===== config.mk =====
export PLATFORM = sky130hd
export DESIGN_NAME = led_channel_select_and_tint_ramp
export DESIGN_NICKNAME = d
export VERILOG_FILES = /design/src/hw/rtl/lcst_pkg.sv /design/src/hw/rtl/led_channel_select_and_tint_ramp.sv /design/src/hw/rtl/lcst_ctrl.sv /design/src/hw/rtl/lcst_dp.sv
export VERILOG_INCLUDE_DIRS = /design/src /design/src/hw/rtl
export SDC_FILE = /design/constraint.sdc
export NUM_CORES = 1
export LEC_CHECK = 0
export BUFFER_PORTS_ARGS = -buffer_cell sky130_fd_sc_hd__buf_2
export CAP_MARGIN = 20
export CORE_MARGIN = 2
export CORE_UTILIZATION = 40
export CTS_CLUSTER_SIZE = 16
export DETAILED_ROUTE_END_ITERATION = 12
export HOLD_SLACK_MARGIN = 0.08
export SLEW_MARGIN = 10
export SYNTH_ARGS = -nofsm -noshare
export SYNTH_HDL_FRONTEND = slang
export SYNTH_HIERARCHICAL = 1
export SYNTH_SLANG_ARGS = --single-unit

===== constraint.sdc =====
create_clock -name i_clk -period 2.9 [get_ports i_clk]
set_clock_uncertainty 0.2 [all_clocks]
set_input_delay 0.435 -clock i_clk [delete_from_list [all_inputs] [get_ports i_clk]]
set_output_delay 0.435 -clock i_clk [all_outputs]
set_load 0.02 [all_outputs]

===== src/hw/rtl/assert_macros.svh =====
// Assertion helpers used by the top-level RTL file of this block.
`ifndef ASSERT_MACROS_SVH
`define ASSERT_MACROS_SVH

// Checks a property on every rising clock edge outside reset.
`define LCST_ASSERT(label, clk, rst_n, prop, msg) \
    label: assert property (@(posedge clk) disable iff (!rst_n) (prop)) else $error(msg);

// Checks that a condition implies another in the same cycle.
`define LCST_ASSERT_IMP(label, clk, rst_n, ante, cons, msg) \
    label: assert property (@(posedge clk) disable iff (!rst_n) (ante) |-> (cons)) \
        else $error(msg);

`endif


===== src/hw/rtl/lcst_pkg.sv =====
// ============================================================================
// lcst_pkg
// Types, codes and constants shared by the channel select and tint ramp block.
// ============================================================================
package lcst_pkg;

    localparam int NUM_MODES = 8;
    localparam logic [7:0] ARG_MAX = 8'd255;

    // Event kinds carried in s_axis_tuser.
    localparam logic [2:0] K_TRIPLE  = 3'd0;
    localparam logic [2:0] K_FRAME   = 3'd1;
    localparam logic [2:0] K_RELEASE = 3'd2;
    localparam logic [2:0] K_MENU    = 3'd3;

    // Configuration register indexes.
    localparam logic REG_MASK   = 1'b0;
    localparam logic REG_SIMPLE = 1'b1;

    typedef enum logic [1:0] {
        ST_NONE    = 2'd0,
        ST_HANDLED = 2'd1,
        ST_MENU    = 2'd2
    } t_status;

    typedef enum logic [1:0] {
        S_IDLE,
        S_EXEC,
        S_SEARCH,
        S_PUSH
    } t_state;

    // Commands from the controller to the datapath.
    typedef struct packed {
        logic load;    // latch the accepted event
        logic exec;    // start a search or apply a non-search event
        logic step;    // advance the channel search by one mode
        logic commit;  // finish the channel search
        logic push;    // move the result into the output register
    } t_cmd;

    // Status from the datapath to the controller.
    typedef struct packed {
        logic is_search;
        logic hit;
    } t_sts;

endpackage


===== src/hw/rtl/led_channel_select_and_tint_ramp.sv =====
// ============================================================================
// led_channel_select_and_tint_ramp
// Button event handler for channel selection and per-channel tint ramping.
// ============================================================================
// One event is handled at a time. A hold frame, release, menu or other event
// passes through the idle, execute and push states and then the output register
// to m_axis; a triple click adds a channel search of up to NUM_MODES candidates,
// which tests one candidate mode per cycle. A new event is accepted as soon
// as the previous result has been loaded into the output register, even if
// that result has not yet been transferred. Configuration registers sit at
// byte address 0 (enabled_mask) and 4 (simple_mode).
`include "assert_macros.svh"

module led_channel_select_and_tint_ramp #(
    parameter int NUM_MODES = lcst_pkg::NUM_MODES
) (
    input  logic        i_clk,
    input  logic        i_rst_n,
    input  logic        s_axis_tvalid,
    output logic        s_axis_tready,
    input  logic [7:0]  s_axis_tdata,   // [0] first_frame, [7:1] zero
    input  logic [2:0]  s_axis_tuser,   // [2:0] kind
    output logic        m_axis_tvalid,
    input  logic        m_axis_tready,
    // [1:0] status, [4:2] channel, [12:5] arg_value, [13] blip_pulse,
    // [14] save_request, [15] refresh_output
    output logic [15:0] m_axis_tdata,
    input  logic        psel,
    input  logic        penable,
    input  logic        pwrite,
    input  logic [2:0]  paddr,
    input  logic [31:0] pwdata,
    output logic [31:0] prdata,
    output logic        pready
);

    logic [7:0]     r_mask;
    logic           r_simple;
    logic           cfg_wr;
    lcst_pkg::t_cmd cmd;
    lcst_pkg::t_sts sts;

    assign pready = 1'b1;
    assign cfg_wr = psel && penable && pwrite && pready;

    always_ff @(posedge i_clk) begin
        if (!i_rst_n) begin
            r_mask   <= 8'hFF;
            r_simple <= 1'b0;
        end else if (cfg_wr) begin
            if (paddr[2] == lcst_pkg::REG_MASK) begin
                r_mask <= pwdata[7:0];
            end else begin
                r_simple <= pwdata[0];
            end
        end
    end

    assign prdata = (paddr[2] == lcst_pkg::REG_SIMPLE) ? {31'd0, r_simple} : {24'd0, r_mask};

    lcst_ctrl u_ctrl (
        .i_clk      (i_clk),
        .i_rst_n    (i_rst_n),
        .i_s_tvalid (s_axis_tvalid),
        .o_s_tready (s_axis_tready),
        .o_m_tvalid (m_axis_tvalid),
        .i_m_tready (m_axis_tready),
        .i_sts      (sts),
        .o_cmd      (cmd)
    );

    lcst_dp #(
        .NUM_MODES (NUM_MODES)
    ) u_dp (
        .i_clk    (i_clk),
        .i_rst_n  (i_rst_n),
        .i_cmd    (cmd),
        .o_sts    (sts),
        .i_kind   (s_axis_tuser),
        .i_first  (s_axis_tdata[0]),
        .i_mask   (r_mask),
        .i_simple (r_simple),
        .o_data   (m_axis_tdata)
    );

    `LCST_ASSERT(a_one_at_a_time, i_clk, i_rst_n, (s_axis_tvalid && s_axis_tready) |=> !s_axis_tready, "event accepted while another is in work")
    `LCST_ASSERT_IMP(a_status_code, i_clk, i_rst_n, m_axis_tvalid, m_axis_tdata[1:0] != 2'd3, "undefined status code")
    `LCST_ASSERT_IMP(a_blip_handled, i_clk, i_rst_n, m_axis_tvalid && m_axis_tdata[13], m_axis_tdata[1:0] == lcst_pkg::ST_HANDLED, "blip on an unhandled event")
    `LCST_ASSERT_IMP(a_channel_range, i_clk, i_rst_n, m_axis_tvalid, (NUM_MODES >= 8) || (int'(m_axis_tdata[4:2]) < NUM_MODES), "channel beyond mode count")

endmodule


===== src/hw/rtl/lcst_ctrl.sv =====
// ============================================================================
// lcst_ctrl
// Sequencer for one event at a time: latch, execute, search if needed, then deliver.
// ============================================================================
module lcst_ctrl (
    input  logic          i_clk,
    input  logic          i_rst_n,
    input  logic          i_s_tvalid,
    output logic          o_s_tready,
    output logic          o_m_tvalid,
    input  logic          i_m_tready,
    input  lcst_pkg::t_sts i_sts,
    output lcst_pkg::t_cmd o_cmd
);

    lcst_pkg::t_state r_state, n_state;
    logic r_ovalid, n_ovalid;

    always_ff @(posedge i_clk) begin
        if (!i_rst_n) begin
            r_state  <= lcst_pkg::S_IDLE;
            r_ovalid <= 1'b0;
        end else begin
            r_state  <= n_state;
            r_ovalid <= n_ovalid;
        end
    end

    always_comb begin
        n_state    = r_state;
        o_cmd      = '0;
        o_s_tready = 1'b0;
        n_ovalid   = r_ovalid && !i_m_tready;
        unique case (r_state)
            lcst_pkg::S_IDLE: begin
                o_s_tready = 1'b1;
                if (i_s_tvalid) begin
                    o_cmd.load = 1'b1;
                    n_state    = lcst_pkg::S_EXEC;
                end
            end
            lcst_pkg::S_EXEC: begin
                o_cmd.exec = 1'b1;
                n_state    = i_sts.is_search ? lcst_pkg::S_SEARCH : lcst_pkg::S_PUSH;
            end
            lcst_pkg::S_SEARCH: begin
                if (i_sts.hit) begin
                    o_cmd.commit = 1'b1;
                    n_state      = lcst_pkg::S_PUSH;
                end else begin
                    o_cmd.step = 1'b1;
                end
            end
            lcst_pkg::S_PUSH: begin
                // Wait here until the output register is free or being emptied.
                if (!r_ovalid || i_m_tready) begin
                    o_cmd.push = 1'b1;
                    n_ovalid   = 1'b1;
                    n_state    = lcst_pkg::S_IDLE;
                end
            end
            default: n_state = lcst_pkg::S_IDLE;
        endcase
    end

    assign o_m_tvalid = r_ovalid;

endmodule


===== src/hw/rtl/lcst_dp.sv =====
// ============================================================================
// lcst_dp
// Channel state, per-channel tint values, ramp logic and the output register.
// ============================================================================
module lcst_dp #(
    parameter int NUM_MODES = lcst_pkg::NUM_MODES
) (
    input  logic           i_clk,
    input  logic           i_rst_n,
    input  lcst_pkg::t_cmd i_cmd,
    output lcst_pkg::t_sts o_sts,
    input  logic [2:0]     i_kind,
    input  logic           i_first,
    input  logic [7:0]     i_mask,
    input  logic           i_simple,
    output logic [15:0]    o_data
);

    localparam int CW   = (NUM_MODES > 1) ? $clog2(NUM_MODES) : 1;
    localparam int CNTW = $clog2(NUM_MODES + 1);
    localparam logic [CW-1:0]   LAST_MODE = CW'(NUM_MODES - 1);
    localparam logic [CNTW-1:0] FULL_CNT  = CNTW'(NUM_MODES);

    logic [2:0]      r_kind;
    logic            r_first;
    logic [CW-1:0]   r_cur;
    logic [7:0]      r_args [NUM_MODES];
    logic            r_up;
    logic [7:0]      r_prev;
    logic            r_edge;
    logic            r_owned;
    logic [CW-1:0]   r_next;
    logic [CNTW-1:0] r_count;
    logic [1:0]      r_status;
    logic            r_blip;
    logic            r_save;
    logic            r_refresh;
    logic [15:0]     r_out;

    function automatic logic [CW-1:0] wrap_inc(input logic [CW-1:0] c);
        return (c == LAST_MODE) ? '0 : c + CW'(1);
    endfunction

    // Modes eight and above have no enable bit.
    function automatic logic mode_en(input logic [CW-1:0] c, input logic [7:0] mask);
        logic [4:0] ext;
        ext = 5'(c);
        return (ext < 5'd8) && mask[ext[2:0]];
    endfunction

    logic [7:0] tint;
    logic [7:0] n_tint;
    logic       n_owned, n_edge, n_blip, n_up, n_save, n_refresh;
    logic [1:0] n_status;
    logic       n_write;
    logic [4:0] cur_ext;

    assign tint    = r_args[r_cur];
    assign cur_ext = 5'(r_cur);

    always_comb begin
        n_tint    = tint;
        n_owned   = r_owned;
        n_edge    = r_edge;
        n_blip    = 1'b0;
        n_up      = r_up;
        n_save    = 1'b0;
        n_refresh = 1'b0;
        n_status  = lcst_pkg::ST_NONE;
        n_write   = 1'b0;
        unique case (r_kind)
            lcst_pkg::K_FRAME: begin
                if (r_first) begin
                    n_owned = 1'b1;
                    n_edge  = 1'b0;
                end
                if (n_owned) begin
                    if (r_up && tint < lcst_pkg::ARG_MAX) begin
                        n_tint = tint + 8'd1;
                    end else if (!r_up && tint > 8'd0) begin
                        n_tint = tint - 8'd1;
                    end else if (r_prev == tint) begin
                        n_blip = !n_edge;
                        n_edge = 1'b1;
                    end
                    n_write   = 1'b1;
                    n_status  = lcst_pkg::ST_HANDLED;
                    n_refresh = 1'b1;
                end
            end
            lcst_pkg::K_RELEASE: begin
                n_owned = 1'b0;
                if (tint == 8'd0) begin
                    n_up = 1'b1;
                end else if (tint == lcst_pkg::ARG_MAX) begin
                    n_up = 1'b0;
                end else begin
                    n_up = !r_up;
                end
                n_status  = lcst_pkg::ST_HANDLED;
                n_save    = 1'b1;
                n_refresh = 1'b1;
            end
            lcst_pkg::K_MENU: begin
                n_status = i_simple ? lcst_pkg::ST_NONE : lcst_pkg::ST_MENU;
            end
            default: n_status = lcst_pkg::ST_NONE;
        endcase
    end

    always_ff @(posedge i_clk) begin
        if (!i_rst_n) begin
            r_cur   <= '0;
            r_up    <= 1'b1;
            r_prev  <= 8'd0;
            r_edge  <= 1'b0;
            r_owned <= 1'b0;
            for (int i = 0; i < NUM_MODES; i++) begin
                r_args[i] <= 8'd0;
            end
        end else if (i_cmd.exec && r_kind != lcst_pkg::K_TRIPLE) begin
            r_up    <= n_up;
            r_edge  <= n_edge;
            r_owned <= n_owned;
            if (n_write) begin
                r_prev        <= n_tint;
                r_args[r_cur] <= n_tint;
            end
        end else if (i_cmd.commit) begin
            r_cur <= r_next;
        end
    end

    // Event latch, search counters, per-event flags and output payload.
    always_ff @(posedge i_clk) begin
        if (i_cmd.load) begin
            r_kind  <= i_kind;
            r_first <= i_first;
        end
        if (i_cmd.exec) begin
            r_next    <= wrap_inc(r_cur);
            r_count   <= CNTW'(1);
            r_status  <= n_status;
            r_blip    <= n_blip;
            r_save    <= n_save;
            r_refresh <= n_refresh;
        end
        if (i_cmd.step) begin
            r_next  <= wrap_inc(r_next);
            r_count <= r_count + CNTW'(1);
        end
        if (i_cmd.commit) begin
            // Landing back on the current mode means no other mode is enabled.
            r_status  <= (r_next != r_cur) ? lcst_pkg::ST_HANDLED : lcst_pkg::ST_NONE;
            r_blip    <= 1'b0;
            r_save    <= (r_next != r_cur);
            r_refresh <= (r_next != r_cur);
        end
        if (i_cmd.push) begin
            r_out <= {r_refresh, r_save, r_blip, tint, cur_ext[2:0], r_status};
        end
    end

    assign o_sts.is_search = (r_kind == lcst_pkg::K_TRIPLE);
    assign o_sts.hit       = mode_en(r_next, i_mask) || (r_count == FULL_CNT);
    assign o_data          = r_out;

endmodule

==> run metrics <==
DR DRC count=0; P_int=around 4600 uW; critical path class=register to register; critical path launch point type=register; Simple-Gate Fraction of Synth Area=0.1695; Sw Ratio=0.3194; mean post-synth cell area=12.02 um^2; slowest CP cell=mux4_2; clock network power share=0.314; Fill cells=roughly 1400; DRT antenna net count=0; Arr. time, crit path=~3.0 ns; Critical Path Most Common Cell=buf_12; status=complete, but fails checks; leakage=around 0.0032 uW; sequential power share=0.348; Slew Viols, Final=0; vias in the first global route=roughly 4600; Top Family by Delay on Critical Path=multiplexers; CTS root buf=clkbuf_16; peak supply drop=~0.52 mV; PortBufs=between 40 and 50; hold_ws=0.08975 ns; combinational family with the most area after synthesis=simple AND/OR/NAND/NOR gates; Vias/cell=~5.1; switching power=2144 uW; dpl cell area=between 7000 and 8000 um^2; sequential-to-total area share from yosys stat=0.5329; top_reg_cell synth=edfxtp_1; initial drt markers=310; DP Worst Slack=-0.2729 ns; Cells after Synth=between 500 and 600; utilization after layout=0.5309; post-layout instance area=8433 um^2; global-route wire length before repair=between 20 and 25 mm; CTS sink count=between 100 and 150; WP depth=11; Synth Cell Area=approximately 6500 um^2; violated checks=negative setup slack; CTS tree=done; slowest cell delay on critical path=0.55 ns; H-tree Lvls=4; Clock Pin Slew Worst Setup and Hold Paths=approximately 0.060 ns; Tot Pwr=6711 uW; Die Wd=131.3 um; RSZ-0062 raised after global routing=yes; total number of vias=4588; number of synthesized register bits=125; R2R depth=11; Final Net Count=732; Slew HR=0.6075; yosys warns=6; Setup crit end kind=register; placer congestion estimate=0.8771; Initial Util=0.4079; CORE AREA=15890 um^2; row count=46; initial antenna violation count=0; min setup slack post-route=-0.1310 ns; Max Clock Freq=approximately 0.33 GHz; Critical path buffers and inverters=4; period utilization=1.045; Synth area leader=edfxtp_1; Crit path required time=roughly 2.9 ns; final setup violation count=64; max cap viols=0; Slew @ Worst Pin=0.5826 ns; CTS buffer count=17; DP Wirelength=roughly 11 mm; n_diodes=0; worst skew pair latency=0.42 ns; pwr/cell area=~800 nW/um^2; Die Y=around 130 um; GR Util All Layers=0.1827; I/O pin count=roughly 100; Max FO, Critical Path=8; Post-synth EDFFs=95; worst-path cell chain=buf_12 > buf_12 > mux4_2 > mux2i_4 > a2111o_1 > o31ai_4 > buf_6 > a211oi_4 > xnor2_4 > buf_12 > nor2_1; Clock Tree Buf Depth=2; Die ar.=17230 um^2; Post-Synth Adder-Cell Area=0.02510; Area growth syn-to-layout=30.14%; total length of routed wires=between 15 and 20 mm; register area=approximately 3500 um^2; Compound-Gate Fraction of Synth Area=0.06623; count of different cell masters after synthesis=73; endpoints failing hold=0; DRT Pass-1 Iters=4; Gate power share=0.337; Hold Crit Depth=3; Async S/R FF share, synth=0; Overflow after GRT=0; Synth area leaders=edfxtp_1 (44%), dfxtp_1 (9.3%), mux4_2 (5.2%); HP Class=input port to register; layout cell share with drive strength beyond 1=0.3726; area of the multi-input gates=between 3000 and 4000 um^2; Tmin final=between 3 and 4 ns; largest net degree at the start of global routing=30; DR WL/cell=roughly 17 um; xor and xnor fraction of the mapped netlist area=0.03920; Yosys top cell area share=0.4402; post-synthesis mux area share=0.1050
[flip-flops by register name (all words and copies together), names as in the netlist, named ones only]
name,cells
u_dp/r_edge,1
u_ctrl/o_m_tvalid,1
u_dp/r_status,2
u_dp/r_cur,3
u_dp/r_kind,3
u_dp/r_args,64
r_simple,1
u_dp/o_data,16
u_dp/r_count,4
u_ctrl/r_state,2
u_dp/r_refresh,1
u_dp/r_first,1
r_mask,8
u_dp/r_owned,1
u_dp/r_save,1
u_dp/r_prev,8
u_dp/r_blip,1
u_dp/r_up,1
u_dp/r_next,3
[repair_timing]
action                                 4_1_cts  5_1_grt
endpoints found under the hold margin       11        0
setup endpoints to repair                   67      100
pin swaps                                   16       13
resized for setup                           43       32
setup buffers                               10        3
hold buffers                                11        0
cloned                                       1        0
[through the flow]
stage / setup TNS, ns / cells
after floorplan: 0 / 562
after global placement: -10.67 / 840
after detailed placement: -10.63 / 840
after CTS: -3.063 / 893
after global routing: -10.15 / 895
final: -5.566 / 895
[final cells by class]
class / instances / share of cell area
timing repair buffer: 130 / 0.1206
sequential: 125 / 0.4105
tap: 216 / 0.03205
multi-input combinational: 372 / 0.3595
clock inverter: 9 / 0.01409
clock buffer: 23 / 0.05430
inverter: 20 / 0.008902
[tightest hold or removal path, delay by kind of cell]
| kind | cells | cell delay (ns) |
|---|---|---|
| muxes | 1 | 0.11 |
| buffers and inverters | 1 | 0.08 |
| and+or+nand+nor | 1 | 0.03 |
[cell usage after synthesis, types with 5 or more instances]
library cell,number
a21oi_1,9
and2_1,6
and2b_2,7
buf_4,29
buf_6,5
clkbuf_1,8
dfxtp_1,30
edfxtp_1,95
ha_1,13
inv_1,17
mux2i_1,19
mux4_2,15
nand2_1,38
nand3_1,17
nand4_1,7
nor2_1,80
nor2b_1,21
nor3_1,6
o21ai_0,9
xnor2_1,10
xnor2_2,7
xor2_1,6
[metal layers]
layer	global-route usage	wire, um
met2	0.3123	7792
met1	0.2270	6505
met3	0.03935	838
met5	0	0
met4	0.07065	299
[power by group through the flow]
stage	Sequential (uW)	Clock, uW	Combinational [uW]
after global routing	2360	2220	2430
final	2340	2110	2260
after detailed placement	2370	0	1940
after global placement	2350	0	1910
after CTS	2340	2150	2220
after floorplan	2340	0	1270
[path summary, 6_finish.rpt]
kind / from / to / slack, ns
min: pwdata[4] / r_mask[4] / 0.09
max: register / u_dp/r_args[4][7] / -0.13
max reg2reg: register / u_dp/r_args[4][7] / -0.13
min reg2reg: u_dp/r_status[1] / u_dp/o_data[1] / 0.22
[placed cells by master (no fill, tap or decap), drive strengths merged, types with 5 or more instances in the layout]
master,n
xor2,6
o21ai,11
clkbuf,23
nand2b,5
mux4,16
mux2i,23
nand3,19
dfxtp,30
buf,119
inv,20
nor2b,22
nor3,7
ha,13
nand2,39
clkinv,6
and2,6
xnor2,17
conb,25
edfxtp,95
a21oi,12
nor2,80
dlygate4sd3,11
nand4,8
and2b,8
[logic make-up (layout without fill, tap and decap cells)]
family | Yosys count | count (layout)
AND/OR/NAND/NOR | 211 | 211
flip-flops | 125 | 125
buffers and inverters | 65 | 182
AO/OA/AOI/OAI | 57 | 57
multiplexers | 43 | 43
XOR/XNOR | 23 | 23
adder cells (fa/ha/maj) | 13 | 13
other | 2 | 25
No activity file was read; power rests on OpenSTA's default activity.
